[src/ipss_fifo.sv]
// Small first-in first-out queue in flip-flops with full and empty flags.
// Stand-alone; used between the front and back parts and for the results.
`default_nettype none

module ipss_fifo #(
	parameter int WIDTH = 8,
	parameter int DEPTH = 4
) (
	input  wire logic             clk,
	input  wire logic             arst_n,
	input  wire logic             push,
	input  wire logic [WIDTH-1:0] wdata,
	output logic                  full,
	input  wire logic             pop,
	output logic      [WIDTH-1:0] rdata,
	output logic                  empty
);

	localparam int PW = (DEPTH > 1) ? $clog2(DEPTH) : 1;
	localparam int CW = $clog2(DEPTH + 1);

	logic [WIDTH-1:0] buf_q [DEPTH];
	logic [PW-1:0]    wr_ptr_q;
	logic [PW-1:0]    rd_ptr_q;
	logic [CW-1:0]    count_q;
	logic             do_push;
	logic             do_pop;

	assign full    = (count_q == CW'(DEPTH));
	assign empty   = (count_q == '0);
	assign do_push = push && !full;
	assign do_pop  = pop && !empty;
	assign rdata   = buf_q[rd_ptr_q];

	always_ff @(posedge clk) begin
		if (do_push) begin
			buf_q[wr_ptr_q] <= wdata;
		end
	end

	always_ff @(posedge clk or negedge arst_n) begin
		if (!arst_n) begin
			wr_ptr_q <= '0;
			rd_ptr_q <= '0;
			count_q  <= '0;
		end else begin
			if (do_push) begin
				wr_ptr_q <= (wr_ptr_q == PW'(DEPTH - 1)) ? '0 : wr_ptr_q + 1'b1;
			end
			if (do_pop) begin
				rd_ptr_q <= (rd_ptr_q == PW'(DEPTH - 1)) ? '0 : rd_ptr_q + 1'b1;
			end
			if (do_push && !do_pop) begin
				count_q <= count_q + 1'b1;
			end else if (do_pop && !do_push) begin
				count_q <= count_q - 1'b1;
			end
		end
	end

endmodule

`default_nettype wire

[config.mk]
export PLATFORM = sky130hd
export DESIGN_NAME = ipss_fifo
export DESIGN_NICKNAME = d
export VERILOG_FILES = /design/src/ipss_fifo.sv
export SDC_FILE = /design/constraint.sdc
export NUM_CORES = 1
export LEC_CHECK = 0
export ABC_AREA = 1
export BUFFER_PORTS_ARGS = -buffer_cell sky130_fd_sc_hd__buf_2
export CORE_UTILIZATION = 51
export CTS_CLUSTER_DIAMETER = 200
export DETAILED_ROUTE_END_ITERATION = 16
export PLACE_DENSITY = 0.82
export SLEW_MARGIN = 20
export SYNTH_ARGS = -nofsm -noshare
export SYNTH_HDL_FRONTEND = slang
export SYNTH_SLANG_ARGS = --single-unit
[constraint.sdc]
create_clock -name clk -period 2.2 [get_ports clk]
set_input_delay 0.22 -clock clk [delete_from_list [all_inputs] [get_ports clk]]
set_output_delay 0.22 -clock clk [all_outputs]
set_load 0.03 [all_outputs]
# Word level (Yosys, flattened, before mapping)
# Memories as Yosys holds them, arrays and structs flattened.
# Cells that the tools add are included.
[classes] n_reduce_logical=10 n_addsub=4 eq_ne=3 muxes=6
[op_table] operator="3-bit 2-to-1 mux" count=2
[op_table] operator="2-bit by 1-bit adder with 2-bit output (second input constant)" count=2
[op_table] operator="2-bit == test (second input constant)" count=2
[op_table] operator="1-bit logical AND" count=4
[op_table] operator="1-bit zero test" count=4
[op_table] operator="2-bit 2-to-1 mux" count=2
[op_table] operator="3-bit by 1-bit adder with 3-bit output (second input constant)" count=1
[op_table] operator="3-bit == test (second input constant)" count=1
[op_table] operator="3-bit zero test" count=1
[op_table] operator="3-bit by 1-bit subtractor with 3-bit output (second input constant)" count=1
[op_table] operator="1-bit 2-to-1 mux" count=2
[op_table] operator="2-bit nonzero test" count=1
[totals] inputBits=12 wordCells=27 ramBits=32 reg_bits=7 out_inout_bits=10 mem_count=1
[mem_list] name="buf_q" words=4 width=8 read_ports=1 rd_clocked_by_memory_dff=0 wr=1 line="22" text="logic [WIDTH-1:0] buf_q [DEPTH];"

# Longest topological paths before layout
# Gate-level depths: netlist of the first run.
[depth] ltp_word=7 mapped_depth=12 mapped_depth_nobuf=12

# Worst setup path before layout of the first run
# No wires, ideal clock.
[synth_path] path_kind="reg-to-reg" start="reg count_q[0]" end="reg count_q[1]" arrival_time_ns=1.567 n_path_buf=0 slack_ns=0.507 stages_incl_launch_ff=10 t_required_ns=2.074 cell_sequence="dfrtp_1 inv_2 nand3_1 nand2_2 inv_1 ha_1 inv_1 fa_1 nand2_1 o21ai_0"
[synth_via] elab_chain_cells=6 elab_cells_between_ends=15 classes_between="add/sub: 2; eq/ne: 1; mux: 2; reduce/logical: 10"
[synth_rtl] element="from (decl)" line="25" text="logic [CW-1:0] count_q;"
[synth_rtl] element="from (signal assigned)" line="54" text="count_q <= count_q + 1'b1;"
[synth_rtl] element="from (signal assigned)" line="56" text="count_q <= count_q - 1'b1;"
[synth_rtl] element="3-bit == test (*)" line="29" text="assign full = (count_q == CW'(DEPTH));"
[synth_rtl] element="1-bit zero test (*)" line="31" text="assign do_push = push && !full;"
[synth_rtl] element="1-bit logical AND (*)" line="31"
[synth_rtl] element="net do_push" line="26" text="logic do_push;"
[synth_rtl] element="1-bit zero test" line="55" text="end else if (do_pop && !do_push) begin"
[synth_rtl] element="1-bit logical AND" line="55"
[synth_rtl] element="2-bit nonzero test (no line)"
# Mark *: on every way through the listed nets, which the timed path passes. The rest lies on a longest branch. The select of a mux whose other input is x is not followed.
# A chain may end at the register's enable or synchronous reset.

# Worst setup path after layout of the first run
[layout_path] start="reg count_q[1]" end="reg count_q[1]"
# Same word-level chain as after synthesis.

==> impl_results.md, run 1 <==
- Outcome: finished, final reports clean
- Post-Syn Nets: between 150 and 200
- WL final: 3120 um
- Avg Inst Size Synth: between 10 and 15 um2
- DR DRC count: 0
- Total Routing Usage GR: 20.5%
- Hold Slack: a little under 0.08 ns
- Setup TNS: 0 ns
- Share of layout cells above drive strength 1: ~20%
- Root Driver: clkbuf_4
- Peak VDD IR: between 0.0009 and 0.001 V
- Slew headroom: 70.7%
- # port buffers: 21
- Final period utilization: 89.5%
- Largest net degree at the start of global routing: 36
- Post-route ant nets: 0
- Req. time, crit path: 2.44 ns
- Pwr Density: 1390 nW/um2
- Post-synth cell types: 16
- Global route total overflow: 0
- Placed instance area: about 1900 um2
- Static leakage: 0.903 nW
- CTS max path bufs: 2
- Vias in the first global route: 1180
- Cell count after synthesis: about 150
- Min Tclk post-route: just under 2 ns
- Post-detail-place hpwl: 2210 um
- Syn-to-layout area delta: 12.9%
- Max-capacitance violation count: 0
- CTS Hold Buffers Added: 1
- Fillers: ~250
- Crit Path Category: flop to flop
- Crit path max fanout: 7
- Drt wl/cell: 13.7 um
- CP endpoint kind: flop
- CTS Sinks: 39
- CTS tree: built
- Final net count: 202
- Max Slew Vio Count: 0
- Placer Congestion: 0.712
- Fmax: about 510 MHz
- RSZ-0062 raised after global routing: no
- First drt pass iteration count: 5
- RR Startpoint: count_q[1]
- End-of-flow core utilization: 63.0%
- Clock-pin slew on the worst setup and hold paths: 0.12 ns
- Diode count: 0
- CP Launch Type: flop
- Skew final: 0.00993 ns
- Total die area: between 3000 and 4000 um2
- Post-layout total power: approximately 2.8 mW
- Total number of vias: 1147
- Post CTS Setup Buffer Count: 0
- Register bit count reported by yosys: 39
- Mapped Area: between 1500 and 2000 um2
- HP Class: input port to flop
- First-pass GRT wire length: 5030 um
- Total CTS buffers: 5
- Core ar.: ~3200 um2
- Die height: 60.7 um
- Initial antenna violation count: 0
- Final setup vio count: 0
- Io pins: 22
- Die W: 60.7 um
- Max H-tree Level: 2
- Worst Tran Pin Value: 0.439 ns
- Iteration-0 DRC Markers: 24
- Ys Warns: 0
- Worst-skew pair later-pin latency: 0.35 ns
- R2R Path End: count_q[1]
- Fin area: ~2000 um2
- Critical path arrival: 2.21 ns
- Worst reg-to-reg path cell count: 9
- Reg2reg setup slack: 0.23 ns
- Rows: 20
- Final Hold Vio Count: 0
- Critical path origin: count_q[1]
- Initial Utilization: 55.8%
- Cts repair resizes: 0
- Drt via density: a little over 5
- Seq/Total Area, Yosys: between 60% and 70%
- CP endpoint: count_q[1]
==> layer usage <==
layer	global-route usage (%)	wire, um
met4	14.0	73
met3	4.69	104
met2	35.8	1690
met1	22.0	1260
met5	0	0
==> state kept, by name, indices dropped and copies added, names as in the netlist <==
register and flops:
wr_ptr_q 2, buf_q 32, rd_ptr_q 2, count_q 3
==> power breakdown <==
part / leakage (nW) / switching [mW] / internal (mW)
combinational: 0.482 / 0.804 / 0.379
sequential: 0.378 / 0.114 / 0.990
clock: 0.0426 / 0.232 / 0.234
==> Yosys cell counts (all sizes together) <==
cell type  count  share of area [%]
nand2         39                8.5
edfxtp        32                 55
fa             1                1.1
nand3          7                2.0
inv           32                6.8
xnor2          1               0.50
buf            5                3.2
ha             6                4.3
dfrtp          7                 10
o211ai        16                7.1
nor2           6                1.3
nand4          1               0.36
o21ai          1               0.28
==> stage by stage <==
stage | setup WS, ns | instances
global placement | 0.443 | 219
global route | 0.0834 | 228
finish | 0.230 | 228
CTS | 0.248 | 228
floorplan | 0.507 | 154
detailed placement | 0.289 | 219
==> layout by cell type (no fill, tap or decap) <==
cell type	instances
buf_2	21
buf_4	5
bufinv_16	1
clkbuf_4	5
clkinv_1	1
clkinv_2	1
dfrtp_1	7
dlygate4sd3_1	1
edfxtp_1	32
fa_1	1
ha_1	6
inv_1	31
inv_2	1
nand2_1	38
nand2_2	1
nand3_1	7
nand4_1	1
nor2_1	6
o211ai_1	15
o211ai_2	1
o21ai_0	1
xnor2_1	1
==> cell families (layout without fill, tap and decap cells) <==
group / Yosys count / count (layout) / synth area share, %
AND/OR/NAND/NOR: 53 / 53 / 12.1
adder cells (fa/ha/maj): 7 / 7 / 5.41
buffers and inverters: 37 / 67 / 10.0
AO/OA/AOI/OAI: 17 / 17 / 7.40
XOR/XNOR: 1 / 1 / 0.498
flip-flops: 39 / 39 / 64.6
==> worst min-delay path by stage <==
stage,cells after the start,startpoint,slack (ns),endpoint
after CTS,1,wdata[4],0.06,buf_q[0][4]
after global routing,1,wdata[6],0.05,buf_q[1][6]
after global placement,1,arst_n,0.06,wr_ptr_q[0]
after floorplan,0,arst_n,-0.08,count_q[0]
final,1,wdata[2],0.08,buf_q[0][2]
after detailed placement,1,arst_n,0.06,count_q[0]
==> cell type report <==
type	instances	area, um2	area share [%]
timing repair buffer	27	153	7.68
multi-input combinational	78	447	22.5
inverter	32	120	6.05
clock buffer	5	37.5	1.89
clock inverter	3	38.8	1.95
sequential	39	1140	57.2
tap	44	55.1	2.77
==> critical path, stage by stage, from the launching register on <==
cell and delay, ns:
dfrtp_1 0.43, inv_1 0.11, nand3_1 0.17, nand2_2 0.19, inv_1 0.06, ha_1 0.22, inv_1 0.10, fa_1 0.41
nand2_1 0.08, o21ai_0 0.09
Power figures use the tool's default switching activity.
==> run 2, diff against run 1 <==
CORE_ASPECT_RATIO = 1.5   (was unset)
CORE_UTILIZATION = 56   (was 51)
PLACE_DENSITY = 0.87   (was 0.82)
==> run 2 against run 1 <==
Against the previous run:
- worst hold slack improved by 0.062 ns
- largest cell class unchanged
- combinational power about the same
- sequential power about the same
- via count decreased by 1.7%
- highest routed layer unchanged
- clock-buffer cell count unchanged
- register-to-register slack improved by 0.06 ns
==> impl_results.md, run 2 (synthesis gave the netlist of run 1 again) <==
- Crit Path Category: flop to flop (unchanged)
- Vias in the first global route: 1071 (was 1180)
- Crit path max fanout: 7 (unchanged)
- Max-capacitance violation count: 0 (unchanged)
- Clock share of power: 20.4% (was 16.9%)
- DR DRC count: 0 (unchanged)
- Largest net degree at the start of global routing: 36 (unchanged)
- Root Driver: clkbuf_8 (was clkbuf_4)
- Clock-pin slew on the worst setup and hold paths: 0.08 ns (was 0.12 ns)
- Worst-skew pair later-pin latency: 0.29 ns (was 0.35 ns)
- Skew final: 0.00572 ns (was 0.00993 ns)
- Worst hold start: wdata[7] (was wdata[2])
- Setup TNS: 0 ns (unchanged)
- Reg power frac: 38.8% (was 40.1%)
- Max H-tree Level: 2 (unchanged)
- RR Startpoint: count_q[0] (was count_q[1])
- Initial antenna violation count: 0 (unchanged)
- Total number of vias: 1128 (was 1147)
- Fmax: 523 MHz (was 508 MHz)
- RSZ-0062 raised after global routing: no (unchanged)
- Rows: 24 (was 20)
- Hold Path End: buf_q[0][7] (was buf_q[0][2])
- Share of layout cells above drive strength 1: 20.1% (was 19.6%)
- Number of flip-flops under the largest register name: 32 (unchanged)
- Max Slew Vio Count: 0 (unchanged)
- HP Class: input port to flop (unchanged)
- Final Hold Vio Count: 0 (unchanged)
- First drt pass iteration count: 4 (was 5)
- CP endpoint kind: flop (unchanged)
- Total Routing Usage GR: 21.2% (was 20.5%)
- Diode count: 0 (unchanged)
- Core ar.: 2940 um2 (was 3150 um2)
- Static leakage: 0.919 nW (was 0.903 nW)
- Logic pwr share: 40.8% (was 43.0%)
- Hold Path Cell Cnt: 1 (unchanged)
- End-of-flow core utilization: 68.5% (was 63.0%)
- Die W: 47.8 um (was 60.7 um)
- Most common cell after layout, fill and taps aside: nand2_1 (unchanged)
- Pwr Density: 1420 nW/um2 (was 1390 nW/um2)
- Fillers: 243 (was 252)
- Syn-to-layout area delta: 14.7% (was 12.9%)
- Post-detail-place hpwl: 2060 um (was 2210 um)
- Reg2reg setup slack: 0.29 ns (was 0.23 ns)
- Slew headroom: 70.4% (was 70.7%)
- Initial Utilization: 59.8% (was 55.8%)
- Placer Congestion: 0.708 (was 0.712)
- Iteration-0 DRC Markers: 59 (was 24)
- Min Tclk post-route: 1.91 ns (was 1.97 ns)
- Final setup vio count: 0 (unchanged)
- CTS max path bufs: 2 (unchanged)
- Sw Ratio: 40.3% (was 41.8%)
- Die height: 70.6 um (was 60.7 um)
- Req. time, crit path: 2.39 ns (was 2.44 ns)
- CP Launch Type: flop (unchanged)
- Io pins: 22 (unchanged)
- Drt via density: 5.06 (was 5.03)
- Int Pwr: 1.70 mW (was 1.60 mW)
- CTS Sinks: 39 (unchanged)
- Critical path arrival: 2.10 ns (was 2.21 ns)
- Most frequent cells in the layout: 38 x nand2_1, 32 x edfxtp_1, 31 x inv_1 (unchanged)
- Biggest regs: buf_q: 32 flops, count_q: 3 flops (unchanged)
- Worst reg-to-reg path cell count: 11 (was 9)
- Total die area: 3370 um2 (was 3690 um2)
- Switching power: 1.15 mW (about the same)
- # port buffers: 21 (unchanged)
- Final period utilization: 87.0% (was 89.5%)
- Worst Tran Pin Value: 0.444 ns (was 0.439 ns)
- Total CTS buffers: 5 (unchanged)
- Global route total overflow: 0 (unchanged)
- WL final: 2990 um (was 3120 um)
- Outcome: finished, final reports clean (unchanged)
- R2R Path End: count_q[2] (was count_q[1])
- Post CTS Setup Buffer Count: 0 (unchanged)
- First-pass GRT wire length: 4670 um (was 5030 um)
- Post-route ant nets: 0 (unchanged)
- CTS tree: built (unchanged)
- Peak VDD IR: 0.000953 V (was 0.000962 V)
- Largest register by flop count: buf_q (unchanged)
- Final net count: 202 (unchanged)
- Drt wl/cell: 13.4 um (was 13.7 um)
run 2: per-layer routing:
layer  part of all wire (%)  vias up  routed length (um)  GRT usage [%]
met5                      0        -                   0              0
met2                     56       26                1670           36.9
li1                       -      564                   -              -
met4                    2.2        0                  67           9.26
met3                    4.0        5                 119           6.89
met1                     38      533                1130           21.4
run 2: worst max path at each step:
stage	from	end	depth (start not counted)
global route	count_q[0]	count_q[2]	11
global placement	count_q[0]	count_q[1]	9
detailed placement	count_q[0]	count_q[2]	11
floorplan	count_q[0]	count_q[1]	9
CTS	count_q[0]	count_q[2]	11
finish	count_q[0]	count_q[2]	11
run 2: power groups by stage:
stage,clock network (mW),registers [mW],logic (mW)
finish,0.581,1.11,1.17
global route,0.629,1.12,1.30
CTS,0.593,1.10,1.19
detailed placement,0,1.12,1.18
global placement,0,1.11,1.11
floorplan,0,1.08,0.952
run 2: worst max-delay path, cell delays in order, from the launching register on:
cell,delay [ns]
dfrtp_1,0.42
inv_2,0.05
nand3_1,0.16
nand2_2,0.13
inv_1,0.09
ha_1,0.18
inv_1,0.07
fa_1,0.39
nand2_1,0.12
nand3_1,0.08
nand2_1,0.08
nand2_1,0.05
run 2: cell type report:
class	instances	area (um2)	share of cell area (%)
clock buffers	5	68.8	3.41
clock inverters	3	43.8	2.17
inverters	32	120	5.96
multi-input cells	78	447	22.1
flip-flops and latches	39	1140	56.3
well taps	39	48.8	2.42
repair buffers	27	153	7.57
run 2: repair_timing:
item | in CTS | in global routing
hold buffers | 1 | 0
gates resized for setup | 0 | 0
endpoints found under the hold margin | 7 | 0
endpoints found under the setup margin | 0 | 0
run 2: stage by stage:
step	hold WS, ns	power (mW)	area, um2	setup WS (ns)	std cells
3_3_place_gp	0.0576	2.22	1890	0.443	214
5_1_grt	0.121	3.05	2020	0.178	223
3_5_place_dp	0.0658	2.30	1890	0.329	214
6_report	0.141	2.85	2020	0.286	223
4_1_cts	0.129	2.88	2020	0.298	223
2_1_floorplan	-0.0756	2.03	1760	0.507	154
==> run 3, diff against run 2 <==
ABC_AREA = unset   (was 1)
CORE_UTILIZATION = 55   (was 56)
==> run 3 against run 2 <==
Against the previous run:
- synthesized cell count shrank 49%
- utilization is 0.44 points lower
- clock-buffer cell count is 2 higher
- power down 9.8%
- global-route usage shrank 3.2 points
- setup slack got worse by 0.077 ns
==> impl_results.md, run 3 <==
- Share of layout cells above drive strength 1: 45.8% (was 20.1%)
- Synth top area cells: edfxtp_1 59%, mux4_2 11%, dfrtp_1 11% (was edfxtp_1 55%, dfrtp_1 10%, nand2_1 8.1%)
- Root Driver: clkbuf_8 (unchanged)
- WL final: 2300 um (was 2990 um)
- Worst reg-to-reg path cell count: 8 (was 11)
- CP endpoint kind: output port (was flop)
- Final Hold Vio Count: 0 (unchanged)
- Fillers: 184 (was 243)
- Worst path depth: 2 (was 11)
- CP peak stage delay: 0.70 ns (was 0.42 ns)
- Core ar.: 2730 um2 (was 2940 um2)
- Largest register by flop count: buf_q (unchanged)
- Diode count: 0 (unchanged)
- Placer Congestion: 0.634 (was 0.708)
- Largest net degree at the start of global routing: 12 (was 36)
- RSZ-0062 raised after global routing: no (unchanged)
- Skew final: 0.00492 ns (was 0.00572 ns)
- Slew headroom: 62.4% (was 70.4%)
- Global route total overflow: 0 (unchanged)
- Crit path max fanout: 11 (was 7)
- Register bit count reported by yosys: 39 (unchanged)
- Biggest regs: buf_q: 32 flops, count_q: 3 flops (unchanged)
- Syn-to-layout area delta: 14.9% (was 14.7%)
- Static leakage: 0.708 nW (was 0.919 nW)
- CTS Sinks: 39 (unchanged)
- Setup TNS: 0 ns (unchanged)
- Max H-tree Level: 2 (unchanged)
- Worst Path Buf+Inv: 1 (was 3)
- Outcome: finished, final reports clean (unchanged)
- Initial Utilization: 59.3% (was 59.8%)
- CTS max path bufs: 2 (unchanged)
- Max-capacitance violation count: 0 (unchanged)
- HP Class: input port to flop (unchanged)
- Ys Warns: 0 (unchanged)
- Max Slew Vio Count: 0 (unchanged)
- Post-synth top area share: 59.3% (was 54.6%)
- Min Tclk post-route: 1.99 ns (was 1.91 ns)
- Die W: 46.3 um (was 47.8 um)
- Peak VDD IR: 0.000719 V (was 0.000953 V)
- Rows: 23 (was 24)
- Final net count: 125 (was 202)
- First-pass GRT wire length: 3570 um (was 4670 um)
- Initial antenna violation count: 0 (unchanged)
- Avg Inst Size Synth: 20.5 um2 (was 11.4 um2)
- Most frequent cells in the layout: 32 x edfxtp_1, 21 x buf_2, 8 x mux4_2 (was 38 x nand2_1, 32 x edfxtp_1, 31 x inv_1)
- Vias in the first global route: 801 (was 1071)
- Worst-skew pair later-pin latency: 0.29 ns (about the same)
- Pwr Density: 1380 nW/um2 (was 1420 nW/um2)
- Most common cell after layout, fill and taps aside: edfxtp_1 (was nand2_1)
- Crit Path Category: flop to output port (was flop to flop)
- Critical path arrival: 1.77 ns (was 2.10 ns)
- CP max stage cell: dfrtp_1 (unchanged)
- Post-synth cell types: 19 (was 16)
- Drt wl/cell: 16.0 um (was 13.4 um)
- Seq/Total Area, Yosys: 70.1% (was 64.6%)
- # port buffers: 21 (unchanged)
- Top post-synthesis cells by count: 32 x edfxtp_1, 8 x mux4_2, 7 x dfrtp_1 (was 38 x nand2_1, 32 x edfxtp_1, 31 x inv_1)
- Drt via density: 5.32 (was 5.06)
- Post-Syn Nets: 98 (was 173)
- DR DRC count: 0 (unchanged)
- Number of flip-flops under the largest register name: 32 (unchanged)
- Cell type with the largest total area after synthesis: edfxtp_1 (unchanged)
- Iteration-0 DRC Markers: 20 (was 59)
- Io pins: 22 (unchanged)
- Fmax: 502 MHz (was 523 MHz)
- Cell count after synthesis: 79 (was 154)
- CP Launch Type: flop (unchanged)
- Total die area: 3170 um2 (was 3370 um2)
- Post-detail-place hpwl: 1630 um (was 2060 um)
- Hold Path Cell Cnt: 1 (unchanged)
- Total number of vias: 766 (was 1128)
- Total Routing Usage GR: 17.9% (was 21.2%)
- CP Cell Sequence: mux4_2, buf_2 (was inv_2, nand3_1, nand2_2, inv_1, ha_1, inv_1, fa_1, nand2_1, nand3_1, nand2_1, nand2_1)
- First drt pass iteration count: 3 (was 4)
- Req. time, crit path: 1.98 ns (was 2.39 ns)
- Total CTS buffers: 5 (unchanged)
- Worst Tran Pin Value: 0.565 ns (was 0.444 ns)
- CP top delay family: flip-flops (was simple AND/OR/NAND/NOR gates)
- Post-layout total power: 2.57 mW (was 2.85 mW)
- Die height: 68.5 um (was 70.6 um)
- Clock-pin slew on the worst setup and hold paths: 0.07 ns (was 0.08 ns)
- Post-route ant nets: 0 (unchanged)
- Final period utilization: 90.5% (was 87.0%)
- Number of flops mapped to enable cells by yosys: 32 (unchanged)
- Final setup vio count: 0 (unchanged)
- CTS tree: built (unchanged)
- Post-synth top flop: edfxtp_1 (unchanged)
- Mapped Area: 1620 um2 (was 1760 um2)
- Top-count cell post-synth: edfxtp_1 (was nand2_1)
- Ys async rst share: 17.9% (unchanged)
## run 3: cell count changes after synthesis, moves of 2 or more
cell	previous run	this run
and2_2	0	4
buf_6	5	1
inv_1	31	3
mux2_2	0	3
mux2_4	0	2
mux4_2	0	8
nand2_1	38	0
nand3_1	7	0
nor2_1	6	3
o211ai_1	15	0
xor2_1	0	2
## run 3: timing repair
item / 4_1_cts / 5_1_grt
buffers inserted: 0 / 0
hold buffers: 1 / 0
hold endpoints to repair: 7 / 0
gates resized for setup: 0 / 0
## run 3: layout make-up
| cell class | instances | area, um2 | area share (%) |
|---|---|---|---|
| Timing Repair Buffer | 23 | 123 | 6.59 |
| Inverter | 3 | 11.3 | 0.605 |
| Sequential cell | 39 | 1140 | 61.0 |
| Multi-Input combinational cell | 34 | 464 | 24.9 |
| Clock buffer | 7 | 76.3 | 4.10 |
| Tap cell | 37 | 46.3 | 2.49 |
| Clock inverter | 1 | 5.00 | 0.269 |
## run 3: stage by stage
step	setup WS [ns]	cells	hold WS [ns]	utilization [%]	instance area (um2)
4_1_cts	0.172	144	0.137	68.1	1860
3_3_place_gp	0.338	135	0.0570	64.8	1770
3_5_place_dp	0.193	135	0.0649	64.8	1770
6_report	0.210	144	0.143	68.1	1860
2_1_floorplan	0.0826	79	-0.0756	-	1630
5_1_grt	0.0821	144	0.132	68.1	1860
## run 3: cells by family (layout without fill, tap and decap cells)
group | count (synthesis) | count (layout) | synth area share, %
multiplexers | 13 | 13 | 15.1
buffers and inverters | 6 | 34 | 1.93
adder cells (fa/ha/maj) | 7 | 7 | 5.87
XOR/XNOR | 3 | 3 | 1.62
AND/OR/NAND/NOR | 11 | 11 | 5.41
flip-flops | 39 | 39 | 70.1
## run 3: layer usage
metal	up-vias	track usage, %	part of all wire [%]
met5	-	0	0
met4	0	8.82	2.3
met1	388	17.9	38
li1	352	-	-
met3	5	7.39	4.9
met2	21	30.7	55
## run 3: power breakdown
part	internal (mW)	leakage [nW]	switching, mW
clock	0.222	0.0422	0.227
combinational	0.442	0.291	0.496
sequential	1.00	0.375	0.188
total	1.66	0.708	0.910
## run 3: final timing paths
kind	slack [ns]	endpoint	startpoint
worst max-delay path	0.21	rdata[2]	rd_ptr_q[0]
worst min-delay path	0.14	buf_q[2][0]	wdata[0]
worst max register to register	0.22	count_q[2]	count_q[0]
worst min register to register	0.57	count_q[2]	count_q[2]
max in group asynchronous	1.74	count_q[2]	arst_n
min in group asynchronous	0.29	wr_ptr_q[0]	arst_n
